File: src/design/sparse_sorted_merge_reduce_macros.svh
// assertion macros shared by the sorted merge design
`ifndef SPARSE_SORTED_MERGE_REDUCE_MACROS_SVH
`define SPARSE_SORTED_MERGE_REDUCE_MACROS_SVH

// checked on every clock edge outside reset
`define SSMR_ASSERT(lbl, prop, msg) \
  lbl: assert property (@(posedge clk_i) disable iff (!rst_ni) prop) else $error(msg);

// checked on every clock edge, reset included
`define SSMR_ASSERT_ALWAYS(lbl, prop, msg) \
  lbl: assert property (@(posedge clk_i) prop) else $error(msg);

`endif

File: src/design/ssmr_pkg.sv
// types and constants of the sparse sorted merge block
package ssmr_pkg;

  localparam int unsigned DEF_TABLE_DEPTH = 64;
  localparam int unsigned DEF_COORD_BITS  = 16;
  localparam int unsigned FIELD_COORD_W   = 16;
  localparam int unsigned VALUE_W         = 32;
  localparam int unsigned CFG_IDX_W       = 1;
  localparam int unsigned CFG_DATA_W      = 2;

  localparam logic [1:0] DIMS_ONE   = 2'd1;
  localparam logic [1:0] DIMS_TWO   = 2'd2;
  localparam logic [1:0] DIMS_THREE = 2'd3;

  typedef enum logic [1:0] {
    MODE_SUM,
    MODE_PRODUCT,
    MODE_MAX,
    MODE_MIN
  } combine_e;

  typedef enum logic {
    FUNC_MERGE,
    FUNC_DRAIN
  } func_e;

  typedef enum logic [CFG_IDX_W-1:0] {
    CFG_COMBINE_MODE,
    CFG_DIMENSIONS
  } cfg_idx_e;

  typedef enum logic [1:0] {
    ST_IDLE,
    ST_CMP,
    ST_FOLD,
    ST_DRAIN
  } state_e;

  typedef struct packed {
    logic insert;
    logic fold;
    logic pop;
  } cell_ctrl_t;

endpackage

File: src/design/ssmr_cell.sv
// one entry of the sorted chain: compare, shift-insert, fold and pop
module ssmr_cell import ssmr_pkg::*; #(
  parameter int unsigned KEY_W = 3 * DEF_COORD_BITS
) (
  input  logic                      clk_i,
  input  logic                      rst_ni,
  input  cell_ctrl_t                ctrl_i,
  input  logic [KEY_W-1:0]          key_i,
  input  logic signed [VALUE_W-1:0] value_i,
  input  logic signed [VALUE_W-1:0] fold_i,
  input  logic                      prev_lt_i,
  input  logic                      prev_valid_i,
  input  logic [KEY_W-1:0]          prev_key_i,
  input  logic signed [VALUE_W-1:0] prev_value_i,
  input  logic                      next_valid_i,
  input  logic [KEY_W-1:0]          next_key_i,
  input  logic signed [VALUE_W-1:0] next_value_i,
  output logic                      lt_o,
  output logic                      eq_o,
  output logic                      valid_o,
  output logic [KEY_W-1:0]          key_o,
  output logic signed [VALUE_W-1:0] value_o
);

  logic                      valid_q, valid_d;
  logic [KEY_W-1:0]          key_q, key_d;
  logic signed [VALUE_W-1:0] value_q, value_d;

  assign lt_o    = valid_q && (key_q < key_i);
  assign eq_o    = valid_q && (key_q == key_i);
  assign valid_o = valid_q;
  assign key_o   = key_q;
  assign value_o = value_q;

  always_comb begin
    valid_d = valid_q;
    key_d   = key_q;
    value_d = value_q;
    priority if (ctrl_i.pop) begin
      valid_d = next_valid_i;
      key_d   = next_key_i;
      value_d = next_value_i;
    end else if (ctrl_i.insert && !lt_o) begin
      if (prev_lt_i) begin
        valid_d = 1'b1;
        key_d   = key_i;
        value_d = value_i;
      end else begin
        valid_d = prev_valid_i;
        key_d   = prev_key_i;
        value_d = prev_value_i;
      end
    end else if (ctrl_i.fold && eq_o) begin
      value_d = fold_i;
    end
  end

  always_ff @(posedge clk_i or negedge rst_ni) begin
    if (!rst_ni) begin
      valid_q <= 1'b0;
    end else begin
      valid_q <= valid_d;
    end
  end

  always_ff @(posedge clk_i) begin
    key_q   <= key_d;
    value_q <= value_d;
  end

endmodule
File: config.mk
export PLATFORM = sky130hd
export DESIGN_NAME = ssmr_cell
export DESIGN_NICKNAME = d
export VERILOG_FILES = /design/src/design/sparse_sorted_merge_reduce_macros.svh /design/src/design/ssmr_pkg.sv /design/src/design/ssmr_cell.sv
export SDC_FILE = /design/constraint.sdc
export NUM_CORES = 1
export LEC_CHECK = 0
export ABC_AREA = 1
export BUFFER_PORTS_ARGS = -buffer_cell sky130_fd_sc_hd__buf_2
export CAP_MARGIN = 30
export CELL_PAD_IN_SITES_DETAIL_PLACEMENT = 0
export CELL_PAD_IN_SITES_GLOBAL_PLACEMENT = 1
export CORE_MARGIN = 2
export CORE_UTILIZATION = 30
export DETAILED_ROUTE_END_ITERATION = 10
export PLACE_DENSITY = 0.8
export SLEW_MARGIN = 40
export SYNTH_ARGS = -nofsm -noshare
export SYNTH_HDL_FRONTEND = slang
export SYNTH_SLANG_ARGS = --single-unit
File: constraint.sdc
create_clock -name clk_i -period 4 [get_ports clk_i]
set_input_delay 0.4 -clock clk_i [delete_from_list [all_inputs] [get_ports clk_i]]
set_output_delay 0.4 -clock clk_i [all_outputs]
set_load 0.02 [all_outputs]
# Yosys cells after proc, flatten, opt, wreduce, memory -nomap -nowiden
# Index checks and enable logic that the tools add are counted.
word_totals:
  regBits: 81
  output_inout_bits: 83
  elab_cells: 22
classes:
  magnitude_cmp: 1
  n_eq_ne: 1
  n_mux: 10
  reduce_logical: 7
ops:
  columns: ["operator", "n"]
  rows:
  - ["$mux 48", 3]
  - ["$mux 32", 4]
  - ["$eq 48x48->1", 1]
  - ["$lt 48x48->1", 1]
  - ["$logic_and 1x1->1", 4]
  - ["$mux 1", 3]
  - ["$reduce_bool 3->1", 1]
  - ["$reduce_bool 2->1", 1]
  - ["$logic_not 1->1", 1]

# Depth between registers and ports, before layout
logic_depth:
  ltp_word: 6
  mapped_depth: 18

# Worst setup path before layout
# OpenSTA, ideal clock, no wires.
synth_timing:
  path_type: "reg2reg"
  from: "reg key_q[47] (netlist: key_o[47])"
  to: "reg value_q[0] (netlist: value_o[0]) (enable)"
  setup_ns: 0.394
  t_arrival_ns: 2.875
  required_time_ns: 3.606
  slack_ns: 0.731
  path_stages_with_launch: 10
  n_path_buf: 0
  synth_period_minus_slack_ns: 3.269
  path_cell_list: "edfxtp_1 ha_1 nand2_1 nor2_2 nand2_1 nor2_2 inv_1 nor4_1 nand2_1 nand3_1"
synth_between:
  word_cells_on_any_way: 8
  cone_classes: "order compare (1); eq/ne (1); reduce/logical (6)"
synth_lines:
  columns: ["item", "line", "text"]
  rows:
  - ["start: declaration", "ssmr_cell.sv:26", "logic [KEY_W-1:0] key_q, key_d;"]
  - ["start signal: assignment", "ssmr_cell.sv:67", "key_q <= key_d;"]
  - ["$eq 48x48->1", "ssmr_cell.sv:30", "assign eq_o = valid_q && (key_q == key_i);"]
  - ["$logic_and 1x1->1", "ssmr_cell.sv:30", null]
  - ["via eq_o", "ssmr_cell.sv:19", "output logic eq_o,"]
  - ["$logic_and 1x1->1", "ssmr_cell.sv:53", "end else if (ctrl_i.fold && eq_o) begin"]
  - ["$reduce_bool 3->1 (no source line)", null, null]
  - ["end signal: assignment", "ssmr_cell.sv:68", "value_q <= value_d;"]
  - ["end: declaration", "ssmr_cell.sv:27", "logic signed [VALUE_W-1:0] value_q, value_d;"]
# The timed path passes the listed nets, and every way through them passes these cells.
# A chain may end at the register's enable or synchronous reset.

# Worst setup path after layout
layout_timing:
  from: "reg key_q[47] (netlist: key_o[47])"
  to: "out lt_o"
layout_between:
  elab_chain_cells: 2
layout_rtl:
  columns: ["item", "line", "text"]
  rows:
  - ["$lt 48x48->1", "ssmr_cell.sv:29", "assign lt_o = valid_q && (key_q < key_i);"]
  - ["$logic_and 1x1->1", "ssmr_cell.sv:29", null]
  - ["end: declaration", "ssmr_cell.sv:18", "output logic lt_o,"]
# No other way between the ends.

==> results by group <==
Synth
  • Area leader, netlist: edfxtp_1
  • Synth area leaders: edfxtp_1 40%, nand2_1 13%, ha_1 10%
  • Adder-cell share of the synthesized area: 10.1%
  • Sequential share of the synthesized area: 40.7%
  • Mux share of post-synthesis cell area: 5.37%
  • Synth Area in Compound Gates: 10.4%
  • Synth Warn #: 0
  • Synthesized instance count: 771
  • Number of synthesized register bits: 81
  • Yosys top cell area share: 40.3%
  • Post-synth EDFFs: 80
  • Synth Net Count: 1099
  • Synth Flop Type: edfxtp_1
  • Post-Syn Area: 5970 um^2
  • Post-Synth Simple-Gate Area: 23.8%
  • Syn avg cell area: 7.74 um^2
  • Cell variety after synth: 24
  • Fraction of synthesized cell area in xor and xnor cells: 0%
  • Post-synthesis async set-or-reset flop share: 1.23%
  • Largest family of logic cells by synthesized area: simple AND/OR/NAND/NOR gates

Clocking
  • Setup Fix Bufs, Post-CTS: 0
  • Clock Tree Buf Depth: 2
  • TritonCTS clock tree: done
  • CTS Sinks: 81
  • Clock Pin Slew Worst Setup and Hold Paths: 0.07 ns
  • Post-cts sizing count: 0
  • Clock root buffer master: clkbuf_16
  • Worst-skew pair later-pin latency: 0.34 ns
  • Num CTS Buffers: 9
  • H-tree depth: 3

Min path
  • HP Class: input port to flip-flop

Final layout
  • Layout Area Growth over Synthesis: 40.2%
  • Most frequent cells in the layout: 360 x buf_2, 202 x nand2_1, 115 x a21oi_1
  • Nets@finish: 1441
  • Layout cell share with drive strength beyond 1: 35.2%
  • Multi-input logic area: 2970 um^2
  • Final non-filler cell total: 1387
  • Commonest non-fill, non-tap cell in the layout: buf_2
  • Filler cell count in the final layout: 2036
  • Sequential standard cell area: 2430 um^2

Global routing
  • GR Overflow Total: 0
  • First-pass GRT wire length: 33.6 mm
  • Largest net degree at the start of global routing: 83
  • Initial antenna violation count: 5
  • Vias in the first global route: 6328
  • Total global-route track usage: 20.4%

Setup path
  • CP Max Fanout: 33
  • Crit path cell chain: ha_1, nand2_1, nor2_2, nand2_1, nor2_2, inv_1, nor2_1, nand2_1, nand3_4, buf_4, inv_1, buf_2
  • Worst setup EP type: primary output
  • CP required: 3.60 ns
  • Setup CP Type: flip-flop to primary output
  • Crit path DAT: 2.54 ns
  • Bufs and invs on worst path: 4
  • Crit-path most repeated cell: nand2_1
  • Critical path's top delay family: simple AND/OR/NAND/NOR gates
  • Max stage delay on crit path: 0.41 ns
  • Setup crit start kind: flip-flop
  • Slowest-stage cell, CP: edfxtp_1

Route
  • Met3 routed WL: 1.70 mm
  • Drt wl/cell: 15.8 um
  • Routed vias/inst: 4.56
  • DR pass1 iterations: 4
  • Final wirelength: 21.9 mm
  • Top routing layer in use: met5
  • M1 WL: 8.80 mm
  • Final ANT Viol Nets: 0
  • Drt drc: 0
  • Routed length on met2: 11.0 mm
  • Vias: 6318
  • Initial drt markers: 239

Floorplanning
  • DIE AREA: 21000 um^2
  • Starting Density: 30.7%
  • Core area: 19500 um^2
  • Chip height: 145 um
  • Rows: 51
  • Die Wd: 145 um
  • I/O pin count: 363

Status
  • Status: finished, final reports clean

STA
  • Final cycle utilization of the critical path: 73.6%
  • Final Slew Violations: 0
  • Post-route clock skew: 0.00856 ns
  • Max Fclk: 0.340 GHz
  • Unrepaired setup endpoints after global routing: false
  • Minimum clock period: 2.94 ns
  • Setup TNS Final: 0 ns
  • Final setup fails: 0
  • Worst slew pin tran: 0.756 ns
  • Slew headroom: 49.6%
  • Final hold violations: 0

Place
  • Hpwl dp: 16.9 mm
  • Cells after DPL: 1366
  • Port buffer count: 362
  • GP Congestion: 0.847

Flow run
  • Max-Cap Viols: 0

Pwr
  • Worst vdd ir: 0.168 mV
  • Leakage: 4.54 nW
  • Overall power: 0.00293 W
  • Pwr Density: 350 nW/um^2
## flip-flops by register name (all words and copies together) (netlist names)
| signal | count |
|---|---|
| valid_o | 1 |
| key_o | 48 |
| value_o | 32 |
## worst paths after layout
path                            startpoint  cells after the start  slack, ns     endpoint
max                              key_o[47]                     12       1.06         lt_o
min                        next_value_i[5]                      3       0.33   value_o[5]
max reg2reg                      key_o[47]                     10       1.09  value_o[10]
min reg2reg                        valid_o                      2       0.67      valid_o
max in group asynchronous           rst_ni                      2       3.52      valid_o
min in group asynchronous           rst_ni                      2       0.40      valid_o
## cell families (layout without fill, tap and decap cells)
group | after synthesis | count (layout)
other cells | 0 | 4
flops | 81 | 81
simple gates | 345 | 345
buf+inv | 142 | 489
fa+ha+maj | 48 | 48
mux | 32 | 32
compound gates | 123 | 123
## final cells by class
| cell class | count | share of cell area (%) |
|---|---|---|
| Tap cell | 265 | 3.96 |
| Sequential cell | 81 | 29.0 |
| Antenna cell | 4 | 0.120 |
| Inverter | 101 | 4.58 |
| Clock buffer | 9 | 2.69 |
| Multi-Input combinational cell | 548 | 35.5 |
| Clock inverter | 7 | 1.42 |
| Timing Repair Buffer | 372 | 22.7 |
## Yosys cell counts, types with 4 or more instances
cell type,count
mux2i_1,32
buf_2,6
nand2_1,203
clkbuf_1,25
buf_1,4
o21ai_0,5
nand3_1,68
inv_1,100
ha_1,48
a21oi_1,115
edfxtp_1,80
nand4_1,4
nor2_1,64
## metrics by stage
step	setup WS (ns)	area, um^2	hold slack (ns)	util, %
detailed placement	0.869	8000	0.176	41.1
CTS	0.977	8360	0.309	42.9
global route	0.840	8360	0.325	43.0
finish	1.06	8370	0.325	43.0
global placement	0.919	8000	0.175	41.1
floorplan	0.731	5970	0.104	-
## what timing repair did
item / 4_1_cts / 5_1_grt
hold buffers: 1 / 0
hold endpoints to repair: 1 / 0
setup endpoints to repair: 0 / 0
## per-layer routing
layer	track usage, %	up-vias
met5	0	-
met1	23.2	2794
met2	36.7	250
met3	5.53	30
met4	6.88	2
li1	-	3242
## worst reg2reg max path: stages (launching register included)
cell	delay, ns
edfxtp_1	0.41
ha_1	0.33
nand2_1	0.08
nor2_2	0.12
nand2_1	0.10
nor2_2	0.19
inv_1	0.08
nor4_1	0.52
nand2_1	0.21
nand3_2	0.10
buf_4	0.40
## where the power goes
group          leakage [nW]  switching [W]  total (W)  internal (W)
logic                  3.56       0.000529   0.000857      0.000328
clock network         0.163       0.000358   0.000968      0.000610
registers             0.816      0.0000427    0.00110       0.00106
total                  4.54       0.000930    0.00293       0.00200
(Power assumes the default switching activity.)
