<file path="config.mk">
export PLATFORM = sky130hd
export DESIGN_NAME = ssmr_fold
export DESIGN_NICKNAME = d
export VERILOG_FILES = /design/src/design/sparse_sorted_merge_reduce_macros.svh /design/src/design/ssmr_pkg.sv /design/src/design/ssmr_fold.sv
export SDC_FILE = /design/constraint.sdc
export NUM_CORES = 1
export LEC_CHECK = 0
export ABC_AREA = 0
export BUFFER_PORTS_ARGS = -buffer_cell sky130_fd_sc_hd__buf_2
export CORE_MARGIN = 3
export CORE_UTILIZATION = 25
export DETAILED_ROUTE_END_ITERATION = 7
export SLEW_MARGIN = 20
export SYNTH_ARGS = -nofsm -noshare
export SYNTH_HDL_FRONTEND = slang
export SYNTH_SLANG_ARGS = --single-unit
</file>
<file path="constraint.sdc">
create_clock -name vclk -period 7.2
set_input_delay 0 -clock vclk [all_inputs]
set_output_delay 0 -clock vclk [all_outputs]
set_load 0.05 [all_outputs]
</file>
<file path="src/design/sparse_sorted_merge_reduce_macros.svh">
// assertion macros shared by the sorted merge design
`ifndef SPARSE_SORTED_MERGE_REDUCE_MACROS_SVH
`define SPARSE_SORTED_MERGE_REDUCE_MACROS_SVH

// checked on every clock edge outside reset
`define SSMR_ASSERT(lbl, prop, msg) \
  lbl: assert property (@(posedge clk_i) disable iff (!rst_ni) prop) else $error(msg);

// checked on every clock edge, reset included
`define SSMR_ASSERT_ALWAYS(lbl, prop, msg) \
  lbl: assert property (@(posedge clk_i) prop) else $error(msg);

`endif

</file>
<file path="src/design/ssmr_pkg.sv">
// types and constants of the sparse sorted merge block
package ssmr_pkg;

  localparam int unsigned DEF_TABLE_DEPTH = 64;
  localparam int unsigned DEF_COORD_BITS  = 16;
  localparam int unsigned FIELD_COORD_W   = 16;
  localparam int unsigned VALUE_W         = 32;
  localparam int unsigned CFG_IDX_W       = 1;
  localparam int unsigned CFG_DATA_W      = 2;

  localparam logic [1:0] DIMS_ONE   = 2'd1;
  localparam logic [1:0] DIMS_TWO   = 2'd2;
  localparam logic [1:0] DIMS_THREE = 2'd3;

  typedef enum logic [1:0] {
    MODE_SUM,
    MODE_PRODUCT,
    MODE_MAX,
    MODE_MIN
  } combine_e;

  typedef enum logic {
    FUNC_MERGE,
    FUNC_DRAIN
  } func_e;

  typedef enum logic [CFG_IDX_W-1:0] {
    CFG_COMBINE_MODE,
    CFG_DIMENSIONS
  } cfg_idx_e;

  typedef enum logic [1:0] {
    ST_IDLE,
    ST_CMP,
    ST_FOLD,
    ST_DRAIN
  } state_e;

  typedef struct packed {
    logic insert;
    logic fold;
    logic pop;
  } cell_ctrl_t;

endpackage

</file>
<file path="src/design/ssmr_fold.sv">
// combine unit for a stored value and an incoming value
module ssmr_fold import ssmr_pkg::*; (
  input  combine_e                   mode_i,
  input  logic signed [VALUE_W-1:0]  stored_i,
  input  logic signed [VALUE_W-1:0]  incoming_i,
  output logic signed [VALUE_W-1:0]  result_o
);

  logic [2*VALUE_W-1:0] prod;

  assign prod = {{VALUE_W{1'b0}}, stored_i} * {{VALUE_W{1'b0}}, incoming_i};

  always_comb begin
    unique case (mode_i)
      MODE_SUM:     result_o = stored_i + incoming_i;
      MODE_PRODUCT: result_o = prod[VALUE_W-1:0];
      MODE_MAX:     result_o = (incoming_i > stored_i) ? incoming_i : stored_i;
      MODE_MIN:     result_o = (incoming_i < stored_i) ? incoming_i : stored_i;
      default:      result_o = stored_i;
    endcase
  end

endmodule

</file>
* Word-level counts from Yosys, hierarchy flattened
Cells that the tools add are included. Widths: inputs -> output; s select.
Storage, ports and cells: word-level logic and storage cells 11, bits in registers 0, input bits 66, output and inout port bits 32
Operators by class: equality and inequality tests 3, add/sub/neg operators 1, muxes and demuxes 3, reductions and logical operators 1, order comparisons 2, multiply operators 1
Operators with widths (count):
- $pmux 32 s4 | 1
- $mux 32 | 2
- $add 32x32->32 | 1
- $gt 32x32->1 | 1
- $lt 32x32->1 | 1
- $mul 32x32->32 | 1
- $eq 2x2->1 const B | 2
- $eq 2x1->1 const B | 1
- $logic_not 2->1 | 1

* Logic depth before layout (Yosys ltp)
Gate-level depths: netlist (run 1).
word-level depth 3, mapped depth 27, depth with buffers taken out 25

* Least setup slack after synthesis (run 1)
No wires, ideal clock.
path type input-to-output, start input port stored_i[11], end output port result_o[30], slack -95 ps, arrival time 7295 ps, buffers on the path 2, stages 25, data required time 7200 ps, cell sequence clkbuf_1 > clkbuf_1 > and2_1 > fa_1 > fa_1 > fa_1 > inv_1 > fa_1 > inv_1 > fa_1 > inv_1 > fa_1 > inv_1 > fa_1 > fa_1 > ha_1 > a21oi_1 > o21ai_0 > a211oi_1 > or2_2 > nand4b_1 > a31oi_1 > o211ai_1 > xnor2_1 > a311oi_1
On the way: longest elaborated chain between the ends 3, elaborated cells between the ends (all ways) 7, those cells by class 1 x add/sub; 1 x mul; 2 x order compare; 3 x mux
Ends and longest elaborated chain:
- start, declared | line ssmr_fold.sv:4 | input logic signed [VALUE_W-1:0] stored_i,
- branches (longest 2 deep; another with $mul 32x32->32)
- $pmux 32 s4 (*) | line ssmr_fold.sv:14 | unique case (mode_i)
- end, declared | line ssmr_fold.sv:6 | output logic signed [VALUE_W-1:0] result_o
Every way passes the cells marked *.

* Worst setup path in the final report (run 1)
start input port incoming_i[2], end output port result_o[26]
On the way: longest elaborated chain between the ends 3, elaborated cells between the ends (all ways) 7, those cells by class 1 x add/sub; 1 x mul; 2 x order compare; 3 x mux
Ends and longest elaborated chain:
- start, declared | line ssmr_fold.sv:5 | input logic signed [VALUE_W-1:0] incoming_i,
- branches (longest 2 deep; another with $mul 32x32->32)
- $pmux 32 s4 (*) | line ssmr_fold.sv:14
Marks and branches as above.

==> Implementation_results.wiki, run 1 <==
{| class="wikitable"
! Metric !! Value
|-
| Post-Syn Area || 19100 um2
|-
| Post-Syn Instances || approximately 2200
|-
| Max-slew headroom || between 20 and 30%
|-
| Kind of launch point of the worst setup path || input pin
|-
| Worst path arrival time || between 7 and 8 ns
|-
| Transition at the pin with the smallest max-transition slack || 1.06 ns
|-
| Effective utilization at floorplan || between 20% and 30%
|-
| Area added between synthesis and finish || 11.6%
|-
| Number of antenna violations at the first check in global routing || 6
|-
| Number of fillers in the final layout || 8174
|-
| Leading cell type in the layout, fill and taps excluded || inv_1
|-
| Number of max-cap violations || 0
|-
| Final GP Congestion || around 0.95
|-
| GRT overflow || 0
|-
| Number of nets in the synthesized netlist || 2895
|-
| I/O pin count || between 90 and 100
|-
| Die H || 283 um
|-
| Wire length of the first global-routing pass || about 100000 um
|-
| Layout cell share with drive strength beyond 1 || between 10% and 20%
|-
| Sequential share of the synthesized area || 0%
|-
| Via count || around 15000
|-
| Post-place instance area || 21300 um2
|-
| WL final || around 64000 um
|-
| Nets@finish || about 3000
|-
| Antenna-violating nets left || 0
|-
| Run status || complete, no violations
|-
| Number of design-rule violations left by the first detailed-router iteration || 1066
|-
| Fmax || roughly 140 MHz
|-
| Fin crit share || 98.3%
|-
| Distinct cell type count after synthesis || 72
|-
| Storage element area || 0 um2
|-
| Core region area || around 75000 um2
|-
| Start-to-end type of the worst setup path || input pin to output pin
|-
| Half-perimeter wire length of the detailed placement result || between 50000 and 60000 um
|-
| Port Buf Inserts || approximately 100
|-
| Number of global-route vias before repair || approximately 17000
|-
| Total negative slack for setup checks || 0 ns
|-
| Full die area || approximately 80000 um2
|-
| Leading cell types in the layout, fill and taps excluded || 443 x inv_1, 409 x fa_1, 291 x and2_1, 254 x nand2_1, 185 x ha_1
|-
| Final setup violation count || 0
|-
| Global-route usage over all layers || ~16%
|-
| Final-report hold violation count || 0
|-
| Core Rows || 100
|-
| Die Wd || roughly 280 um
|-
| DR WL/cell || ~19 um
|-
| Mean Syn Cell Area || 8.56 um2
|-
| Maximum number of pins on one net before global-route repair || 56
|-
| Detail-routed via count per cell || about 4.7
|-
| First-pass iteration count of the detailed router || 5
|-
| CP max FO || 14
|-
| Final critical delay including setup and external delays || slightly above 7 ns
|-
| Design Area, Final || between 20000 and 25000 um2
|-
| Number of remaining DRC errors || 0
|-
| Crit path capture type || output pin
|-
| Required arrival time at the worst endpoint || between 7 and 8 ns
|-
| # clk buffers || 0
|-
| Seq_cells || 0
|-
| Pins over their slew limit || 0
|-
| Number of synthesis warnings || 0
|-
| Worst min-delay path class || input pin to output pin
|}
-- Yosys cell counts, drive strengths merged, types with 5 or more instances --
master | n | share of area [%]
nand4 | 7 | 0.23
nand2 | 254 | 5.0
xnor2 | 84 | 3.8
o22ai | 8 | 0.26
o41ai | 6 | 0.27
a22oi | 6 | 0.24
o21ai | 41 | 1.1
or3 | 7 | 0.28
nor3 | 20 | 0.55
nor2b | 7 | 0.23
a21oi | 64 | 1.7
nor2 | 76 | 1.6
a22o | 5 | 0.23
a211oi | 11 | 0.43
o31ai | 5 | 0.27
xor2 | 26 | 1.2
buf | 7 | 0.20
inv | 444 | 8.7
clkbuf | 108 | 2.1
ha | 186 | 12
mux4 | 5 | 0.59
a31oi | 11 | 0.39
nand2b | 11 | 0.36
o211ai | 12 | 0.47
and2 | 291 | 9.5
a221oi | 10 | 0.46
nand3 | 10 | 0.26
mux2i | 13 | 0.68
a31o | 7 | 0.32
o21a | 7 | 0.27
a21o | 11 | 0.43
fa | 409 | 43
-- critical path: stages --
cell and delay [ns]:
buf_2 0.21, and2_1 0.23, fa_1 0.53, inv_1 0.05, fa_1 0.50, fa_1 0.45
fa_1 0.57, inv_1 0.06, fa_1 0.49, fa_1 0.59, fa_1 0.46, fa_1 0.47
ha_1 0.37, nand2_1 0.07, o21ai_0 0.26, a211oi_1 0.12, or2_2 0.31, nand4b_1 0.18
a21oi_1 0.11, xnor2_1 0.31, o21ai_0 0.15, a22oi_1 0.29, clkbuf_4 0.30
-- layer usage --
layer	GRT usage [%]	part of all wire (%)	routed length [um]
met1	22.8	45	29000
met2	26.4	45	28700
met3	2.90	7.4	4760
met4	3.39	2.5	1590
met5	0	0.072	46
-- metrics by stage --
stage | utilization, % | setup WS (ns) | hold WS (ns) | instances
6_report | 28.4 | 0.122 | 0.633 | 3292
2_1_floorplan | - | 0.206 | 0.346 | 2234
3_5_place_dp | 28.3 | 0.136 | 0.650 | 3289
4_1_cts | 28.3 | 0.0823 | 0.653 | 3289
5_1_grt | 28.4 | -0.0362 | 0.670 | 3289
3_3_place_gp | 28.3 | 0.0511 | 0.651 | 3289
-- layout make-up --
class	count	area, um2	area share, %
multi-input cells	1674	17000	79.9
inverters	445	1670	7.83
repair buffers	201	1410	6.59
diodes	3	7.51	0.0352
well taps	969	1210	5.68
-- kinds of logic (layout without fill, tap and decap cells) --
family                     count (synthesis)  after routing  synth area share [%]
other                                      0              3                     0
and+or+nand+nor                          704            704                  18.8
muxes                                     21             21                  1.45
buffers and inverters                    560            646                  11.1
AOI/OAI and AO/OA                        244            244                  8.71
xor gates and xnor gates                 110            110                  5.04
adders and majority gates                595            595                  55.0
-- what timing repair did --
item / in CTS / in global routing
gates resized for setup: 0 / 27
hold buffers: 0 / 0
setup endpoints to repair: 0 / 11
setup buffers: 0 / 0
-- path summary, 6_finish.rpt --
path / startpoint / end / cells after the start
worst max-delay path: incoming_i[2] / result_o[26] / 23
worst min-delay path: stored_i[30] / result_o[30] / 5
Power of run 1 is not shown: default switching activity piles up to over one toggle a cycle in this logic, so the estimate is an artifact.
==> inputs of run 2 (changes only) <==
- BUFFER_PORTS_ARGS: -buffer_cell sky130_fd_sc_hd__buf_2 -> -buffer_cell sky130_fd_sc_hd__buf_4
- CAP_MARGIN: not set -> 25
- CORE_ASPECT_RATIO: not set -> 0.8
==> run 2 against run 1 <==
Routed wire length up 2.6%. Hold slack worse by 0.026 ns. Non-clock buffer count decreased by 30. Cell count up 0.36%. Sequential share of layout area is the same. Die area about the same. Via count increased by 0.41%. Worst setup slack improved by 0.086 ns. Critical path type unchanged. Critical endpoint is now result_o[30].
==> Implementation_results.wiki, run 2 (synthesis results as in run 1) <==
{| class="wikitable"
! Metric !! Value
|-
| Routed met2 length || 26000 um (-9.1%)
|-
| Fin crit share || 97.1% (-1.2 points)
|-
| Run status || complete, no violations
|-
| Storage element area || 0 um2 (unchanged)
|-
| Fmax || 143 MHz (+1.2%)
|-
| Core Rows || 90 (-10%)
|-
| Via count || 15526 (+0.41%)
|-
| Core region area || 75600 um2 (+0.65%)
|-
| Kind of launch point of the worst setup path || input pin
|-
| Maximum number of pins on one net before global-route repair || 56 (unchanged)
|-
| WL final || 65700 um (+2.6%)
|-
| Required arrival time at the worst endpoint || 7.20 ns (about the same)
|-
| Leading cell types in the layout, fill and taps excluded || 442 x inv_1, 409 x fa_1, 291 x and2_1, 254 x nand2_1, 182 x ha_1
|-
| DR WL/cell || 19.9 um (+2.2%)
|-
| GRT overflow || 0 (unchanged)
|-
| Full die area || 79900 um2 (about the same)
|-
| Max-slew headroom || 46.3% (+17 points)
|-
| # clk buffers || 0 (unchanged)
|-
| Number of remaining DRC errors || 0 (unchanged)
|-
| Worst path arrival time || 6.99 ns (-0.09 ns)
|-
| CP max FO || 16 (+2)
|-
| Final critical delay including setup and external delays || 6.99 ns (-0.0855 ns)
|-
| Detail-routed via count per cell || 4.70 (about the same)
|-
| Layout cell share with drive strength beyond 1 || 9.21% (-0.83 points)
|-
| Highest metal layer with signal wires || met5
|-
| Worst min-delay path class || input pin to output pin
|-
| I/O pin count || 98 (unchanged)
|-
| Half-perimeter wire length of the detailed placement result || 54200 um (+0.81%)
|-
| Final setup violation count || 0 (unchanged)
|-
| Number of design-rule violations left by the first detailed-router iteration || 1374 (+29%)
|-
| Final worst slack || 0.208 ns (+0.0855 ns)
|-
| Die H || 253 um (-10%)
|-
| Final GP Congestion || 0.951 (+0.41%)
|-
| Pre-CTS setup slack || 0.0657 ns (-0.0705 ns)
|-
| Die Wd || 315 um (+12%)
|-
| Met3 Routed Length || 5900 um (+24%)
|-
| Global-route usage over all layers || 16.6% (+0.30 points)
|-
| Area added between synthesis and finish || 11.5% (about the same)
|-
| Final-report hold violation count || 0 (unchanged)
|-
| Seq_cells || 0 (unchanged)
|-
| Number of global-route vias before repair || 16096 (-2.7%)
|-
| Wire length of the first global-routing pass || 102000 um (+2.4%)
|-
| Transition at the pin with the smallest max-transition slack || 0.802 ns (-0.262 ns)
|-
| Number of fillers in the final layout || 8145 (-0.35%)
|-
| Crit path capture type || output pin
|-
| Pins over their slew limit || 0 (unchanged)
|-
| Antenna-violating nets left || 0 (unchanged)
|-
| Number of max-cap violations || 0 (unchanged)
|-
| Sum of routed wire segments on met1 || 33000 um (+14%)
|-
| Nets@finish || 2953 (-1.0%)
|-
| Effective utilization at floorplan || 25.3% (-0.16 points)
|-
| Port Buf Inserts || 98 (unchanged)
|-
| Number of antenna violations at the first check in global routing || 5 (-1)
|-
| Leading cell type in the layout, fill and taps excluded || inv_1
|-
| First-pass iteration count of the detailed router || 5 (unchanged)
|-
| Start-to-end type of the worst setup path || input pin to output pin
|}
run 2: changes by cell type in the layout (fill, tap and decap cells not counted), sizes merged:
cell and delta:
clkbuf -12, buf -18, diode -1
run 2: final timing paths:
| path | start | to | slack, ns | cells after the start |
|---|---|---|---|---|
| worst max-delay path | stored_i[12] | result_o[30] | 0.21 | 24 |
| worst min-delay path | stored_i[29] | result_o[29] | 0.61 | 4 |
run 2: layer usage:
metal	track usage [%]	vias up
met3	3.10	50
met2	23.7	609
met5	0	-
met4	1.39	4
met1	26.5	7906
li1	-	6957
run 2: repair_timing:
item                                    in CTS  in global routing
hold buffers                                 0                  0
gates resized for setup                      0                 18
buffers inserted                             0                  1
endpoints found under the setup margin       0                 10
run 2: critical path, stage by stage:
cell and delay (ns):
buf_4 0.26, ha_2 0.31, fa_1 0.43, inv_1 0.08, fa_1 0.46, fa_1 0.58
fa_1 0.45, fa_1 0.55, inv_1 0.05, fa_1 0.49, fa_1 0.43, fa_1 0.53
ha_1 0.38, and4_1 0.25, and4_1 0.21, o2111ai_1 0.13, nand4b_1 0.13, buf_4 0.18
buf_4 0.14, a31oi_1 0.16, o211ai_1 0.11, xnor2_1 0.19, a311oi_2 0.28, buf_6 0.21
run 2: area by class of cell:
class / count / area [um2] / area share (%)
multi-input combinational: 1674 / 17100 / 80.0
antenna: 2 / 5.00 / 0.0235
timing repair buffer: 171 / 1320 / 6.21
inverter: 445 / 1670 / 7.83
tap: 1012 / 1270 / 5.94
run 2: per-stage QoR:
stage / TNS, ns / utilization, % / cells / cell area [um2] / hold slack (ns)
after floorplan: 0 / - / 2234 / 19100 / 0.346
after global placement: 0 / 28.1 / 3300 / 21300 / 0.619
after detailed placement: 0 / 28.1 / 3300 / 21300 / 0.587
after CTS: 0 / 28.1 / 3300 / 21300 / 0.592
after global routing: -0.0235 / 28.2 / 3302 / 21300 / 0.628
final: 0 / 28.2 / 3304 / 21300 / 0.607
==> inputs of run 3 (changes only) <==
- CORE_ASPECT_RATIO: 0.8 -> not set
==> run 3 against run 2 <==
Sequential cell count is the same. Sequential share of layout area is the same. Via count shrank 0.48%. Worst setup slack lost 0.029 ns. Count of clock-buffer cells in the layout is the same. Highest routed layer unchanged. Core utilization shrank 0.11 points. Non-clock buffer count shrank 18. Fmax shrank 0.42%. Cell area shrank 1.0%. Critical endpoint unchanged.
==> Implementation_results.wiki, run 3 (synthesis results as in run 1) <==
{| class="wikitable"
! Metric !! Value
|-
| Run status || complete, no violations
|-
| Die Wd || 283 um (-10%)
|-
| Number of remaining DRC errors || 0 (unchanged)
|-
| Final setup violation count || 0 (unchanged)
|-
| Die H || 283 um (+12%)
|-
| Seq_cells || 0 (unchanged)
|-
| Max-slew headroom || 41.3% (-5.0 points)
|-
| Wire length of the first global-routing pass || 99800 um (-2.4%)
|-
| Nets@finish || 2935 (-0.61%)
|-
| Hold depth || 5 (+1)
|-
| Detail-routed via count per cell || 4.76 (+1.4%)
|-
| Final-report hold violation count || 0 (unchanged)
|-
| I/O pin count || 98 (unchanged)
|-
| Storage element area || 0 um2 (unchanged)
|-
| Hold Crit Endpoint || result_o[30]
|-
| Leading cell types in the layout, fill and taps excluded || 443 x inv_1, 409 x fa_1, 291 x and2_1, 254 x nand2_1, 185 x ha_1
|-
| Hold bufs inserted after CTS || 0 (unchanged)
|-
| Final GP Congestion || 0.948 (-0.23%)
|-
| Antenna-violating nets left || 0 (unchanged)
|-
| DR WL/cell || 19.7 um (-0.86%)
|-
| Global-route usage over all layers || 16.3% (-0.36 points)
|-
| Worst setup path start || incoming_i[12]
|-
| Pins over their slew limit || 0 (unchanged)
|-
| Half-perimeter wire length of the detailed placement result || 52100 um (-3.7%)
|-
| Crit path capture type || output pin
|-
| Via count || 15452 (-0.48%)
|-
| Port Buf Inserts || 98 (unchanged)
|-
| Startpoint of the worst hold path || stored_i[30]
|-
| Fmax || 142 MHz (-0.42%)
|-
| Full die area || 79900 um2 (about the same)
|-
| # clk buffers || 0 (unchanged)
|-
| Required arrival time at the worst endpoint || 7.20 ns (about the same)
|-
| Leading cell type in the layout, fill and taps excluded || inv_1
|-
| Final critical delay including setup and external delays || 7.02 ns (+0.0295 ns)
|-
| Layout cell share with drive strength beyond 1 || 8.23% (-0.98 points)
|-
| Unrepaired setup endpoints after global routing || yes
|-
| Worst Hold Margin || 0.619 ns (+0.0115 ns)
|-
| Number of global-route vias before repair || 16459 (+2.3%)
|-
| Number of design-rule violations left by the first detailed-router iteration || 1067 (-22%)
|-
| GRT overflow || 0 (unchanged)
|-
| Fin crit share || 97.5% (+0.41 points)
|-
| Area added between synthesis and finish || 10.3%
|-
| Kind of launch point of the worst setup path || input pin
|-
| Start-to-end type of the worst setup path || input pin to output pin
|-
| Transition at the pin with the smallest max-transition slack || 0.881 ns (+0.0788 ns)
|-
| Worst min-delay path class || input pin to output pin
|-
| Number of max-cap violations || 0 (unchanged)
|-
| Effective utilization at floorplan || 25.5% (+0.16 points)
|-
| Number of antenna violations at the first check in global routing || 1 (-4)
|-
| Number of fillers in the final layout || 8120 (-0.31%)
|-
| Core Rows || 100 (+11%)
|-
| First-pass iteration count of the detailed router || 5 (unchanged)
|-
| Core region area || 75100 um2 (-0.65%)
|-
| Worst path arrival time || 7.02 ns (+0.03 ns)
|-
| CP max FO || 14 (-2)
|-
| WL final || 63900 um (-2.7%)
|-
| Maximum number of pins on one net before global-route repair || 56 (unchanged)
|}
run 3: cell count changes in the layout (fill, tap and decap cells not counted), sizes merged:
cell	previous run	this run
buf	171	153
diode	2	3
run 3: final cells by class:
class                           instances  area (um2)  area share [%]
Tap cell                              969        1210            5.74
Timing Repair Buffer                  153        1180            5.57
Multi-Input combinational cell       1674       17000            80.7
Inverter                              445        1670            7.91
Antenna cell                            3        7.51          0.0356
run 3: timing repair:
action                                  4_1_cts  5_1_grt
setup buffers                                 0        0
endpoints found under the setup margin        0        6
gates resized for setup                       0        9
run 3: worst max-delay path by stage:
| stage | end | slack, ns | cells after the start |
|---|---|---|---|
| 2_1_floorplan | result_o[28] | 0.21 | 25 |
| 4_1_cts | result_o[28] | 0.13 | 22 |
| 3_3_place_gp | result_o[28] | 0.16 | 22 |
| 6_report | result_o[30] | 0.18 | 22 |
| 5_1_grt | result_o[30] | -0.007 | 25 |
| 3_5_place_dp | result_o[28] | 0.18 | 22 |
run 3: worst max-delay path: stages:
cell and delay, ns:
buf_4 0.22, ha_1 0.38, fa_1 0.47, inv_1 0.08, fa_1 0.46, fa_1 0.58
fa_1 0.44, fa_1 0.54, inv_1 0.06, fa_1 0.47, fa_1 0.56, fa_1 0.43
ha_1 0.33, and4_1 0.27, and4_1 0.21, o2111ai_1 0.13, nand4b_1 0.24, a31oi_1 0.24
o211ai_1 0.13, xnor2_1 0.21, a311oi_2 0.33, buf_6 0.21
run 3: through the flow:
step | area, um2 | setup slack (ns) | cells | setup TNS (ns) | utilization (%)
global placement | 21100 | 0.156 | 3241 | 0 | 28.1
global route | 21100 | -0.00721 | 3241 | -0.00721 | 28.1
CTS | 21100 | 0.128 | 3241 | 0 | 28.1
finish | 21100 | 0.178 | 3244 | 0 | 28.1
detailed placement | 21100 | 0.182 | 3241 | 0 | 28.1
floorplan | 19100 | 0.206 | 2234 | 0 | -
run 3: metal layers:
| layer | vias up | GRT usage [%] | wire length, um | part of all wire [%] |
|---|---|---|---|---|
| li1 | 6934 | - | - | - |
| met1 | 7802 | 23.6 | 29500 | 46 |
| met2 | 621 | 25.7 | 27800 | 43 |
| met3 | 93 | 2.48 | 5120 | 8.0 |
| met4 | 2 | 3.21 | 1510 | 2.4 |
| met5 | - | 0 | 8 | 0.013 |
